--- config.mk ---
export PLATFORM = sky130hd
export DESIGN_NAME = bus_packet_header_crc_framer_unit
export DESIGN_NICKNAME = d
export VERILOG_FILES = /design/src/rtl/bphcf_pkg.sv /design/src/rtl/bphcf_front.sv /design/src/rtl/bphcf_queue.sv /design/src/rtl/bphcf_back.sv /design/src/rtl/bus_packet_header_crc_framer_unit.sv
export SDC_FILE = /design/constraint.sdc
export NUM_CORES = 1
export LEC_CHECK = 0
export ABC_AREA = 1
export BUFFER_PORTS_ARGS = -buffer_cell sky130_fd_sc_hd__buf_2
export CORE_ASPECT_RATIO = 0.9
export CORE_MARGIN = 3
export CORE_UTILIZATION = 57
export CTS_BUF_LIST = sky130_fd_sc_hd__clkbuf_16
export CTS_CLUSTER_SIZE = 20
export DETAILED_ROUTE_END_ITERATION = 10
export PLACE_DENSITY = 0.79
export SLEW_MARGIN = 40
export SYNTH_ARGS = -nofsm -noshare
export SYNTH_HDL_FRONTEND = slang
export SYNTH_SLANG_ARGS = --single-unit
--- constraint.sdc ---
create_clock -name clock -period 5.05 [get_ports clock]
set_input_delay 0 -clock clock [delete_from_list [all_inputs] [get_ports clock]]
set_output_delay 0 -clock clock [all_outputs]
set_load 0.05 [all_outputs]
--- src/rtl/bphcf_pkg.sv ---
// Shared types, constants and the CRC byte update for the packet header CRC framer.
package bphcf_pkg;

   // Payload limit and CRC-16/MODBUS constants
   localparam int unsigned MAX_PAYLOAD = 253;
   localparam logic [15:0] CRC_INIT    = 16'hFFFF;
   localparam logic [15:0] CRC_POLY    = 16'hA001;
   localparam logic [7:0]  ROUTE_MASK  = 8'h7F;
   localparam logic [7:0]  LEN_EXTRA   = 8'd2;

   // Command codes
   localparam logic CMD_PAYLOAD = 1'b0;
   localparam logic CMD_FINISH  = 1'b1;

   // Status codes
   localparam logic [1:0] STATUS_OK       = 2'd0;
   localparam logic [1:0] STATUS_EMPTY    = 2'd1;
   localparam logic [1:0] STATUS_TOO_LONG = 2'd2;

   // Queue between front and back (depth must be a power of two)
   localparam int unsigned QUEUE_DEPTH = 2;
   localparam int unsigned QUEUE_PTR_W = $clog2(QUEUE_DEPTH);
   localparam int unsigned QUEUE_CNT_W = $clog2(QUEUE_DEPTH + 1);

   typedef struct packed {
      logic        cmd;
      logic [7:0]  data_byte;
      logic [2:0]  packet_type;
      logic        priority_flag;
      logic        address_flag;
      logic        src_segment_flag;
      logic        dst_segment_flag;
      logic [1:0]  version;
      logic [2:0]  crypt_mode;
      logic [7:0]  route;
      logic [15:0] src_address;
      logic [15:0] dst_address;
   } req_type;

   typedef struct packed {
      logic [63:0] header_bytes;
      logic [3:0]  header_length;
      logic [15:0] crc_value;
      logic [7:0]  length_byte;
      logic [1:0]  status;
   } rsp_type;

   // Classified beat as held in the queue
   typedef struct packed {
      logic        is_finish;
      logic [7:0]  data_byte;
      logic [7:0]  marker;
      logic [7:0]  flags;
      logic        route_f;
      logic        src_f;
      logic        dst_f;
      logic        addr_f;
      logic [7:0]  route;
      logic [15:0] src_address;
      logic [15:0] dst_address;
   } entry_type;

   // One byte through the reflected CRC-16/MODBUS polynomial
   function automatic logic [15:0] crc_byte(input logic [15:0] crc, input logic [7:0] b);
      logic [15:0] c;
      c = crc ^ {8'h00, b};
      for (int k = 0; k < 8; k++) begin
         if (c[0]) begin
            c = (c >> 1) ^ CRC_POLY;
         end else begin
            c = c >> 1;
         end
      end
      return c;
   endfunction

endpackage

--- src/rtl/bphcf_front.sv ---
// Front part: classifies each accepted beat and forms the marker and flag bytes.
module bphcf_front (
   input  bphcf_pkg::req_type   req_payload,
   output bphcf_pkg::entry_type entry
);

   logic route_f;

   // Route byte is present when its low seven bits are nonzero
   assign route_f = (req_payload.route & bphcf_pkg::ROUTE_MASK) != 8'h00;

   // Build the queue entry
   always_comb begin
      entry.is_finish   = (req_payload.cmd == bphcf_pkg::CMD_FINISH);
      entry.data_byte   = req_payload.data_byte;
      entry.marker      = {req_payload.priority_flag, 3'b000, req_payload.address_flag,
                           req_payload.packet_type};
      entry.flags       = {route_f, req_payload.src_segment_flag,
                           req_payload.dst_segment_flag, req_payload.version,
                           req_payload.crypt_mode};
      entry.route_f     = route_f;
      entry.src_f       = req_payload.src_segment_flag;
      entry.dst_f       = req_payload.dst_segment_flag;
      entry.addr_f      = req_payload.address_flag;
      entry.route       = req_payload.route;
      entry.src_address = req_payload.src_address;
      entry.dst_address = req_payload.dst_address;
   end

endmodule

--- src/rtl/bphcf_queue.sv ---
// Short queue of classified beats between the front and back parts.
module bphcf_queue (
   input  logic                 clock,
   input  logic                 reset,
   input  logic                 push,
   input  bphcf_pkg::entry_type push_entry,
   output logic                 full,
   input  logic                 pop,
   output logic                 head_valid,
   output bphcf_pkg::entry_type head_entry
);

   bphcf_pkg::entry_type                     store_ff [bphcf_pkg::QUEUE_DEPTH];
   logic [bphcf_pkg::QUEUE_PTR_W-1:0]        wr_ptr_ff, wr_ptr_in;
   logic [bphcf_pkg::QUEUE_PTR_W-1:0]        rd_ptr_ff, rd_ptr_in;
   logic [bphcf_pkg::QUEUE_CNT_W-1:0]        count_ff, count_in;
   logic                                     do_push, do_pop;

   assign full       = (count_ff == bphcf_pkg::QUEUE_CNT_W'(bphcf_pkg::QUEUE_DEPTH));
   assign head_valid = (count_ff != '0);
   assign head_entry = store_ff[rd_ptr_ff];
   assign do_push    = push && !full;
   assign do_pop     = pop && head_valid;

   // Advance pointers and occupancy
   always_comb begin
      wr_ptr_in = do_push ? wr_ptr_ff + 1'b1 : wr_ptr_ff;
      rd_ptr_in = do_pop ? rd_ptr_ff + 1'b1 : rd_ptr_ff;
      count_in  = count_ff;
      if (do_push && !do_pop) begin
         count_in = count_ff + 1'b1;
      end else if (do_pop && !do_push) begin
         count_in = count_ff - 1'b1;
      end
   end

   always_ff @(posedge clock) begin
      if (reset) begin
         wr_ptr_ff <= '0;
         rd_ptr_ff <= '0;
         count_ff  <= '0;
      end else begin
         wr_ptr_ff <= wr_ptr_in;
         rd_ptr_ff <= rd_ptr_in;
         count_ff  <= count_in;
      end
   end

   // Write the entry storage
   always_ff @(posedge clock) begin
      if (do_push) begin
         store_ff[wr_ptr_ff] <= push_entry;
      end
   end

endmodule

--- src/rtl/bphcf_back.sv ---
// Back part: runs the CRC and byte count, assembles the header and holds the result beat.
module bphcf_back (
   input  logic                 clock,
   input  logic                 reset,
   input  logic                 head_valid,
   input  bphcf_pkg::entry_type head_entry,
   output logic                 pop,
   output logic                 rsp_valid,
   input  logic                 rsp_stall,
   output bphcf_pkg::rsp_type   rsp_payload
);

   logic [15:0]        crc_ff, crc_in;
   logic [7:0]         count_ff, count_in;
   logic               ovf_ff, ovf_in;
   logic               rsp_valid_ff, rsp_valid_in;
   bphcf_pkg::rsp_type rsp_ff, rsp_in;

   logic               out_free;
   logic               take_finish;
   logic [7:0]         len_byte;
   logic [7:0]         hb [8];
   logic [3:0]         pos;
   logic [63:0]        hdr;
   bphcf_pkg::rsp_type frame;

   assign out_free    = !rsp_valid_ff || !rsp_stall;
   assign pop         = head_valid && (!head_entry.is_finish || out_free);
   assign take_finish = pop && head_entry.is_finish;
   assign len_byte    = count_ff + bphcf_pkg::LEN_EXTRA;

   // Assemble header bytes in order, optional bytes closing up the gaps
   always_comb begin
      for (int i = 0; i < 8; i++) begin
         hb[i] = 8'h00;
      end
      hb[0] = head_entry.marker;
      hb[1] = head_entry.flags;
      hb[2] = len_byte;
      pos   = 4'd3;
      if (head_entry.route_f) begin
         hb[pos[2:0]] = head_entry.route;
         pos = pos + 4'd1;
      end
      if (head_entry.src_f) begin
         hb[pos[2:0]] = head_entry.src_address[15:8];
         pos = pos + 4'd1;
      end
      hb[pos[2:0]] = head_entry.src_address[7:0];
      pos = pos + 4'd1;
      if (head_entry.dst_f) begin
         hb[pos[2:0]] = head_entry.dst_address[15:8];
         pos = pos + 4'd1;
      end
      if (head_entry.addr_f) begin
         hb[pos[2:0]] = head_entry.dst_address[7:0];
         pos = pos + 4'd1;
      end
      for (int i = 0; i < 8; i++) begin
         hdr[8*i +: 8] = hb[i];
      end
   end

   // Form the result beat, an empty payload giving a zeroed frame
   always_comb begin
      if (count_ff == 8'd0) begin
         frame.header_bytes  = '0;
         frame.header_length = '0;
         frame.crc_value     = '0;
         frame.length_byte   = '0;
         frame.status        = bphcf_pkg::STATUS_EMPTY;
      end else begin
         frame.header_bytes  = hdr;
         frame.header_length = pos;
         frame.crc_value     = crc_ff;
         frame.length_byte   = len_byte;
         frame.status        = ovf_ff ? bphcf_pkg::STATUS_TOO_LONG : bphcf_pkg::STATUS_OK;
      end
   end

   // Update packet state: absorb payload beats up to the limit, flag overflow beyond it, rearm on finish
   always_comb begin
      crc_in   = crc_ff;
      count_in = count_ff;
      ovf_in   = ovf_ff;
      if (pop) begin
         if (head_entry.is_finish) begin
            crc_in   = bphcf_pkg::CRC_INIT;
            count_in = '0;
            ovf_in   = 1'b0;
         end else if (count_ff < 8'(bphcf_pkg::MAX_PAYLOAD)) begin
            crc_in   = bphcf_pkg::crc_byte(crc_ff, head_entry.data_byte);
            count_in = count_ff + 8'd1;
         end else begin
            ovf_in = 1'b1;
         end
      end
   end

   // Load or drain the output register
   always_comb begin
      rsp_valid_in = rsp_valid_ff;
      rsp_in       = rsp_ff;
      if (take_finish) begin
         rsp_valid_in = 1'b1;
         rsp_in       = frame;
      end else if (rsp_valid_ff && !rsp_stall) begin
         rsp_valid_in = 1'b0;
      end
   end

   always_ff @(posedge clock) begin
      if (reset) begin
         crc_ff       <= bphcf_pkg::CRC_INIT;
         count_ff     <= '0;
         ovf_ff       <= 1'b0;
         rsp_valid_ff <= 1'b0;
      end else begin
         crc_ff       <= crc_in;
         count_ff     <= count_in;
         ovf_ff       <= ovf_in;
         rsp_valid_ff <= rsp_valid_in;
      end
   end

   always_ff @(posedge clock) begin
      rsp_ff <= rsp_in;
   end

   assign rsp_valid   = rsp_valid_ff;
   assign rsp_payload = rsp_ff;

endmodule

--- src/rtl/bus_packet_header_crc_framer_unit.sv ---
// A finish beat accepted into the queue waits at its head until the output register is free,
// then loads it; the result is offered from that register until it is taken.
// Throughput: one beat per cycle unless stalled; back-part CRC byte update is combinational.
// A two-entry queue lets the front keep accepting while a result waits on rsp_stall.
// Reset (synchronous, active high) empties the queue and output register and sets the CRC
// to 0xFFFF with a zero byte count.
module bus_packet_header_crc_framer_unit (
   input  logic               clock,
   input  logic               reset,
   input  logic               req_valid,
   output logic               req_stall,
   input  bphcf_pkg::req_type req_payload,
   output logic               rsp_valid,
   input  logic               rsp_stall,
   output bphcf_pkg::rsp_type rsp_payload
);

   bphcf_pkg::entry_type entry;
   bphcf_pkg::entry_type head_entry;
   logic                 full;
   logic                 head_valid;
   logic                 pop;

   // Classify incoming beats
   bphcf_front u_front (
      .req_payload (req_payload),
      .entry       (entry)
   );

   // Decouple front and back
   bphcf_queue u_queue (
      .clock      (clock),
      .reset      (reset),
      .push       (req_valid),
      .push_entry (entry),
      .full       (full),
      .pop        (pop),
      .head_valid (head_valid),
      .head_entry (head_entry)
   );

   assign req_stall = full;

   // Carry out CRC, count and framing
   bphcf_back u_back (
      .clock       (clock),
      .reset       (reset),
      .head_valid  (head_valid),
      .head_entry  (head_entry),
      .pop         (pop),
      .rsp_valid   (rsp_valid),
      .rsp_stall   (rsp_stall),
      .rsp_payload (rsp_payload)
   );

endmodule

==> Yosys cells after proc, flatten, opt, wreduce, memory -nomap -nowiden <==
Memories as Yosys holds them, arrays and structs flattened. A register that Yosys moved wholly into a read port is not among the register bits.
Cells that the tools add are included.
Widths: inputs -> output; s select.
{ "totals": {"ff_bits": 124, "latch_bits": 0, "ram_bits": 132, "rom_bits": 0, "input_bits": 65, "out_inout_bits": 96, "elab_cells": 138, "mem_count": 1} }
{ "memory_table": {"columns": ["name", "words", "word_bits", "rd", "rd_clocked_by_memory_dff", "wr", "line", "rtl"], "rows": [
  ["u_queue.store_ff", 2, 66, 1, 1, 1, "bphcf_queue.sv:13", "bphcf_pkg::entry_type store_ff [bphcf_pkg::QUEUE_DEPTH];"]
]} }
{ "op_classes": {"n_addsub": 10, "mul": 0, "div": 0, "order_cmp": 9, "n_eq_ne": 2, "n_shift": 0, "muxes": 64, "bitwise": 13, "n_reduce_logical": 27} }
{ "op_table": {"columns": ["operator", "n"], "rows": [
  ["$mux 16", 31],
  ["$bwmux 64", 4],
  ["$mux 64", 3],
  ["$demux 8 s3", 4],
  ["$mux 8", 7],
  ["$not 2->3", 8],
  ["$ge 4x4->1 const B", 4],
  ["$lt 4x1->1 const B", 4],
  ["$not 3->4", 4],
  ["$xor 16x8->16", 1],
  ["$add 4x1->4 const B", 3],
  ["$mux 4", 3],
  ["$logic_and 1x1->1", 11],
  ["$add 8x1->8 const B", 1],
  ["$add 8x2->8 const B", 1],
  ["$logic_not 8->1", 1],
  ["$lt 8x8->1 const B", 1],
  ["$mux 1", 8],
  ["$reduce_bool 2->1", 4],
  ["$reduce_bool 8->1", 1],
  ["$logic_not 1->1", 6],
  ["$mux 2", 3],
  ["$add 3x1->4 const B", 1],
  ["$reduce_and 2->1", 2],
  ["7 further kinds", 9]
]} }

==> Longest topological paths before layout <==
Gate-level depths: netlist (run 1).
{ "logic_depth": {"ltp_word": 40, "depth_mapped": 17, "depth_no_buf": 15} }

==> By module <==
From an unflattened synthesis (run 1), not the netlist that was laid out.
{ "hier_totals": {"cells_unflattened": 949, "hier_area_um2": 11723.7} }
{ "modules_own_cells": {"columns": ["module", "instances", "cells_per_inst", "area_per_inst_um2", "seq_area_each_um2"], "rows": [
  ["bphcf_back", 1, 615, 5895.7, 3343.2],
  ["bphcf_queue", 1, 252, 5261.3, 4244.1],
  ["bphcf_front", 1, 82, 566.8, 0.0]
]} }

==> Worst setup path before layout (run 1) <==
No wires, ideal clock.
{ "synth_path": {"path_type": "register -> register", "startpoint": "reg u_queue.count_ff[1] (netlist name)", "endpoint": "mem u_queue.store_ff[1][0] (netlist name) (enable)", "setup_time_ns": 0.484, "arrival_time_ns": 3.145, "required_ns": 4.566, "path_slack_ns": 1.421, "stages_incl_launch_ff": 4, "n_path_buf": 0, "period_less_slack_ns": 3.629, "cell_sequence": "dfxtp_1 -> inv_1 -> o21ai_0 -> nor2_1"} }
{ "synth_via": {"elab_chain_cells": 5} }
{ "synth_rtl": {"columns": ["element", "line", "rtl"], "rows": [
  ["start, declared", "bphcf_queue.sv:16", "logic [bphcf_pkg::QUEUE_CNT_W-1:0] count_ff, count_in;"],
  ["start signal, assigned", "bphcf_queue.sv:45", "count_ff <= count_in;"],
  ["$eq 2x2->1", "bphcf_queue.sv:19", "assign full = (count_ff == bphcf_pkg::QUEUE_CNT_W'(bphcf_pkg::QUEUE_DEPTH));"],
  ["$logic_not 1->1", "bphcf_queue.sv:22", "assign do_push = push && !full;"],
  ["$logic_and 1x1->1", "bphcf_queue.sv:22", null],
  ["$mux 1", "bphcf_queue.sv:51", "if (do_push) begin"],
  ["$mux 1 (implied by the code)", "bphcf_queue.sv:52", "store_ff[wr_ptr_ff] <= push_entry;"],
  ["end, declared", "bphcf_queue.sv:13", null]
]} }
Every way passes these cells.

==> results.md, run 1 <==
- Port-buffer cells: 160
- Routability congestion estimate: ~0.97
- R2r endpoint: u_back.rsp_payload[52]
- RSZ-0062 raised after global routing: false
- Combinational group share of total power: 50.1%
- Slew @ Worst Pin: approximately 0.77 ns
- H-tree depth: 1
- Drt first pass iters: 8
- Internal Pwr Total: approximately 5.0 mW
- Initial antenna violation count: 0
- Rel. slew slack: 48.6%
- Reg2Reg Setup Slack: approximately 1.5 ns
- Final Hold Viols: 0
- # resized after CTS: 0
- Total Wirelength: between 30,000 and 40,000 µm
- Critical setup path kind: flip-flop to flip-flop
- Min Clock Period, post-route: roughly 3.5 ns
- Total Die Area: approximately 0.022 mm²
- Clock Sinks: around 250
- Peak VDD IR: between 300 and 400 µV
- Final Max Slew Viols: 0
- Leak: 5.46 nW
- Fin util: between 70% and 80%
- Syn_area_per_cell: approximately 11 µm²
- Initial Utilization: between 50% and 60%
- Yosys cell types: 49
- Ys flop type: edfxtp_1
- Die Y: around 140 µm
- Clock Skews: roughly 0.0082 ns
- Ys async rst share: 0%
- Startpoint Class: flip-flop
- Mapped cell area: ~0.011 mm²
- Worst-path maximum fanout: between 60 and 70
- DR WL/cell: 20.1 µm
- Antenna Violating Nets Remaining: 0
- Sequential-to-total area share from yosys stat: 63.5%
- Dpl hpwl: about 20,000 µm
- Clock tree from TritonCTS: built
- Postcts setup bufs: 0
- Sw Ratio: a little under half
- Total gr overflow: 0
- Design Power: ~9.7 mW
- Endpoint type of the worst setup path: flip-flop
- Vias in the first global route: around 8,500
- Status: completed
- Worst Hold Class: primary input to flip-flop
- Clock power share: 17.0%
- Post-synthesis sequential element count: between 200 and 250
- Share of cells above drive strength 1: 22.5%
- Largest area contributor in the netlist: edfxtp_1
- Final setup viols: 0
- Root Driver: clkbuf_16
- Final period util: 70.2%
- Nets: ~1,300
- Placed insts: 1,396
- Fin Setup TNS: 0 ns
- Final non-filler cell total: about 1,500
- DRC viols: 0
- Ports: ~160
- Vias: roughly 9,000
- Mapped Cells: a little over 1,000
- Post-synth top area share: about 58%
- Chip width: between 150 and 200 µm
- EDFF count, synth: between 200 and 250
- Clk slew on worst S/H paths: 0.06 ns
- # diodes: 0
- Sequential share of power: 33.0%
- First-pass GRT wire length: between 40,000 and 50,000 µm
- Row count: 48
- Register-to-Register Path Depth: 13
- Ranking of synthesized cells by area: edfxtp_1 (58%), dfxtp_1 (5.5%), nand2_1 (4.3%)
- Setup crit end: u_back.rsp_payload[52]
- Largest net degree at the start of global routing: 76
- Worst skew pair latency: 0.52 ns
- Net Sw Power: between 4 and 5 mW
- Fmax: between 200 and 300 MHz
- Max clock buf depth: 3
- # hold bufs at CTS: 63
- Via-to-Cell Ratio: just under 6
- Max-cap viol count: 0
- Hold Crit Depth: 5
- Cts bufs inserted: 25
- P&R area growth vs syn: 20.5%
- Power Dens Cells: roughly 700 mW/mm²
- Critical Path AT: ~3.8 ns
- GR Util All Layers: between 20% and 30%
- Critical Path RT: 5.30 ns
- Core region area: ~0.019 mm²
- Syn Nets: around 1,100
- Warnings, synthesis: 0
- Initial drt markers: around 1,200
worst min-delay path by stage:
| stage | startpoint | to | slack, ns |
|---|---|---|---|
| final | req_valid | u_queue.wr_ptr_ff | 0.15 |
| after global routing | req_payload[52] | u_queue.store_ff[1][57] | 0.20 |
| after CTS | req_valid | u_queue.wr_ptr_ff | 0.13 |
| after detailed placement | req_payload[28] | u_queue.store_ff[1][28] | 0.19 |
| after global placement | req_payload[29] | u_queue.store_ff[0][29] | 0.19 |
| after floorplan | reset | u_back.count_ff[1] | 0.07 |
Yosys cell counts, types with 3 or more instances:
master    number
buf_6          5
clkinv_1       3
nor3_1        12
inv_2         18
or2_0          4
clkbuf_1      10
o21ai_0       86
dfxtp_1       31
nand2_2       18
buf_2         13
nand2_1      129
ha_1          12
or2_1          9
nor2_1        58
o21ai_2        8
a21oi_1       60
o21ai_1       15
buf_4          5
xor2_1         8
a311oi_1       5
nor3_2         4
a31oi_1       15
o211ai_1      18
mux2i_1        5
o221ai_1       6
edfxtp_1     218
a211oi_1      26
inv_1         94
nor2_2         3
nand2_4        6
or2_2         13
o22ai_1       15
a221oi_1      14
buf_1          6
nand3_1       49
logic make-up after synthesis:
logic type / Yosys count / synth area share [%]
AO/OA/AOI/OAI: 270 / 14.5
XOR/XNOR: 8 / 0.621
adder cells (fa/ha/maj): 13 / 1.51
buffers and inverters: 158 / 6.06
flip-flops: 249 / 63.5
multiplexers: 5 / 0.443
AND/OR/NAND/NOR: 315 / 13.3
registers in the layout, indices dropped and copies added, names as in the netlist, named ones only:
name and cells:
u_queue.store_ff 124, u_back.rsp_payload 94, u_back.crc_ff 16, u_back.count_ff 8, u_queue.count_ff 2, u_back.ovf_ff 1, u_back.rsp_valid 1, u_queue.rd_ptr_ff 1
u_queue.wr_ptr_ff 1
per-stage QoR:
stage | setup WS (ns) | hold slack (ns) | cell area [µm²]
CTS | 1.56 | 0.129 | 13600
finish | 1.51 | 0.147 | 13600
floorplan | 1.42 | 0.0691 | 11300
global route | 1.24 | 0.201 | 13600
detailed placement | 1.58 | 0.191 | 12300
global placement | 1.68 | 0.188 | 12200
critical path, cell delays in order, from the launching register on:
cell and delay (ns):
dfxtp_2 0.36, inv_6 0.37, nand2_1 0.14, nand2_2 0.30
inv_2 0.13, ha_1 0.26, inv_1 0.36, ha_1 0.35
nor3_1 0.22, nand2_1 0.12, inv_1 0.34, a21oi_1 0.11
o21ai_0 0.11, a21oi_1 0.08
layout make-up:
cell class	instances	area, µm²
multi-input cells	611	3450
repair buffers	232	1510
clock buffers	25	626
clock inverters	21	88.8
inverters	117	447
fillers	1383	5680
flip-flops and latches	249	7170
well taps	250	313
metal layers:
metal	vias to the layer above	share of wire, %	GRT usage, %	wire length (µm)
li1	4088	-	-	-
met1	4166	41	38.8	12300
met2	503	46	43.9	14000
met3	64	10	6.34	3120
met4	0	2.4	7.30	739
met5	-	0	0	0
cells in the final DEF, fill, tap and decap left out, types with 19 or more instances in the layout:
| master | Yosys | layout |
|---|---|---|
| a211oi_1 | 26 | 26 |
| a21oi_1 | 60 | 60 |
| buf_2 | 13 | 160 |
| clkbuf_16 | 0 | 25 |
| dfxtp_1 | 31 | 30 |
| dlygate4sd3_1 | 0 | 63 |
| edfxtp_1 | 218 | 218 |
| inv_1 | 94 | 103 |
| inv_2 | 18 | 19 |
| nand2_1 | 129 | 129 |
| nand3_1 | 49 | 49 |
| nor2_1 | 58 | 56 |
| o21ai_0 | 86 | 85 |
power groups by stage:
stage | combinational, mW | sequential, mW | clock [mW]
finish | 4.85 | 3.19 | 1.64
global route | 5.19 | 3.23 | 1.75
CTS | 4.75 | 3.19 | 1.65
detailed placement | 4.69 | 3.23 | 0
global placement | 4.59 | 3.22 | 0
floorplan | 2.54 | 4.24 | 0
Power figures use the tool's default switching activity.
==> run 2: changes to the inputs <==
--- a/config.mk
+++ b/config.mk
@@ -9,11 +9,11 @@
 export BUFFER_PORTS_ARGS = -buffer_cell sky130_fd_sc_hd__buf_2
 export CORE_ASPECT_RATIO = 0.9
 export CORE_MARGIN = 3
-export CORE_UTILIZATION = 57
+export CORE_UTILIZATION = 52
 export CTS_BUF_LIST = sky130_fd_sc_hd__clkbuf_16
 export CTS_CLUSTER_SIZE = 20
 export DETAILED_ROUTE_END_ITERATION = 10
-export PLACE_DENSITY = 0.79
+export PLACE_DENSITY = 0.76
 export SLEW_MARGIN = 40
 export SYNTH_ARGS = -nofsm -noshare
 export SYNTH_HDL_FRONTEND = slang
==> constraint.sdc (replaced) <==
create_clock -name clock -period 3.2 [get_ports clock]
set_input_delay 0 -clock clock [delete_from_list [all_inputs] [get_ports clock]]
set_output_delay 0 -clock clock [all_outputs]
set_load 0.05 [all_outputs]
==> results.md, run 2 (synthesized netlist as in run 1, its figures left out) <==
- Largest net degree at the start of global routing: a little over 80
- Most common cell after layout, fill and taps aside: edfxtp_1
- Critical Path AT: ~3.1 ns
- Core region area: 0.0211 mm²
- Slowest CP cell: buf_4
- CP top delay family: buffers and inverters
- RSZ-0062 raised after global routing: false
- Clk slew on worst S/H paths: about 0.06 ns
- Fin Setup TNS: 0 ns
- Clock Sinks: between 200 and 250
- Total Die Area: ~0.024 mm²
- Via-to-Cell Ratio: roughly 5.7
- Status: completed
- Chip width: between 150 and 200 µm
- Drt first pass iters: 6
- Share of cells above drive strength 1: between 20% and 30%
- Hold Crit Depth: 5
- Slowest stage delay, CP: about 0.57 ns
- Initial Utilization: about 54%
- Fmax: around 340 MHz
- P&R area growth vs syn: 22.9%
- Critical Path RT: roughly 3.4 ns
- Total gr overflow: 0
- Row count: 50
- DRC viols: 0
- Worst Hold Class: primary input to flip-flop
- Postcts setup bufs: 0
- First-pass GRT wire length: ~47,000 µm
- Slew @ Worst Pin: 0.825 ns
- Worst-path maximum fanout: 81
- Clock tree from TritonCTS: built
- Fin util: around 66%
- Vias in the first global route: around 8,400
- Rel. slew slack: 44.4%
- Multi-input combinational cell area: about 0.0034 mm²
- Buf/Inv on CP: 6
- Root Driver: clkbuf_16
- Max-cap viol count: 0
- Max clock buf depth: 3
- Dpl hpwl: slightly above 20,000 µm
- Cts bufs inserted: 26
- CP Depth: 10
- Antenna Violating Nets Remaining: 0
- Routability congestion estimate: between 0.9 and 1
- Port-buffer cells: 160
- Peak VDD IR: ~540 µV
- Final period util: between 90% and 100%
- Total Wirelength: approximately 31,000 µm
- Final Hold Viols: 0
- Power Dens Cells: around 1100 mW/mm²
- Worst path most repeated cell: inv_2
- Hold Path Origin: req_valid
- Largest register by flop count: u_queue.store_ff
- Clock Skews: ~0.0093 ns
- CP cell instances: inv_6, buf_4, nand2_1, nand2_2, inv_2, o22ai_2, inv_2, nand2_4, clkinvlp_4, buf_12
- Die Y: ~150 µm
- Worst skew pair latency: around 0.53 ns
- Endpoint type of the worst setup path: flip-flop
- Initial drt markers: 1,105
- Most frequent cells in the layout: edfxtp_1 (218), buf_2 (160), nand2_1 (129)
- Initial antenna violation count: 2
- Startpoint Class: flip-flop
- Final setup viols: 0
- Max reg flops: 124
- Min Clock Period, post-route: 2.92 ns
- H-tree depth: 1
- Vias: around 8,800
- Register-to-Register Path Depth: 10
- Leak: approximately 5.5 nW
- Critical setup path kind: flip-flop to flip-flop
- Final Max Slew Viols: 0
- Reg area: approximately 0.007 mm²
- Fillers: between 1,500 and 2,000
- DR WL/cell: 19.9 µm
- GR Util All Layers: between 20% and 30%
- Ports: roughly 160
- Nets: 1,324
-- run 2: stage by stage --
| stage | hold slack, ns | area, µm² | power (mW) | std cells | setup WS, ns |
|---|---|---|---|---|---|
| after global placement | 0.188 | 12400 | 12.6 | 1441 | 0.423 |
| after floorplan | 0.0691 | 11300 | 10.7 | 1018 | 0.282 |
| final | 0.118 | 13900 | 15.8 | 1550 | 0.280 |
| after global routing | 0.181 | 13900 | 16.6 | 1550 | 0.0576 |
| after CTS | 0.127 | 13900 | 15.7 | 1549 | 0.333 |
| after detailed placement | 0.191 | 12400 | 12.7 | 1441 | 0.376 |
-- run 2: timing repair --
| item | CTS | global route |
|---|---|---|
| resized for setup | 0 | 0 |
| hold buffers | 63 | 0 |
| endpoints found under the hold margin | 133 | 0 |
-- run 2: per-layer routing --
metal / part of all wire [%] / vias to the layer above / global-route usage [%]
met2: 44 / 503 / 38.6
li1: - / 4109 / -
met5: 0.042 / - / 0
met3: 10 / 90 / 5.24
met4: 3.2 / 2 / 7.66
met1: 42 / 4104 / 37.5
-- run 2: worst paths after layout --
| check | slack [ns] | endpoint |
|---|---|---|
| hold reg to reg | 0.48 | u_back.ovf_ff |
| setup reg to reg | 0.28 | u_back.rsp_payload[56] |
| hold / removal | 0.12 | u_queue.wr_ptr_ff |
| setup / recovery | 0.28 | u_back.rsp_payload[56] |
-- run 2: where the power goes --
part	switching, mW	total [mW]	leakage (nW)	internal (mW)
Combinational	5.87	7.80	2.81	1.93
Clock	1.21	2.97	0.419	1.76
Sequential	0.320	5.04	2.30	4.72
Total	7.41	15.8	5.53	8.41
-- run 2: layout make-up --
type	count	area share [%]
Inverter	117	3.24
Timing Repair Buffer	241	11.6
Antenna cell	1	0.0180
Sequential cell	249	51.7
Clock inverter	18	1.15
Clock buffer	27	4.87
Multi-Input combinational cell	611	24.9
Tap cell	286	2.58
-- run 2: tightest hold or removal path: cells and delay by family --
kind / cells / cell delay [ns]
AND/OR/NAND/NOR: 1 / 0.07
AO/OA/AOI/OAI: 2 / 0.33
buffers and inverters: 2 / 0.21
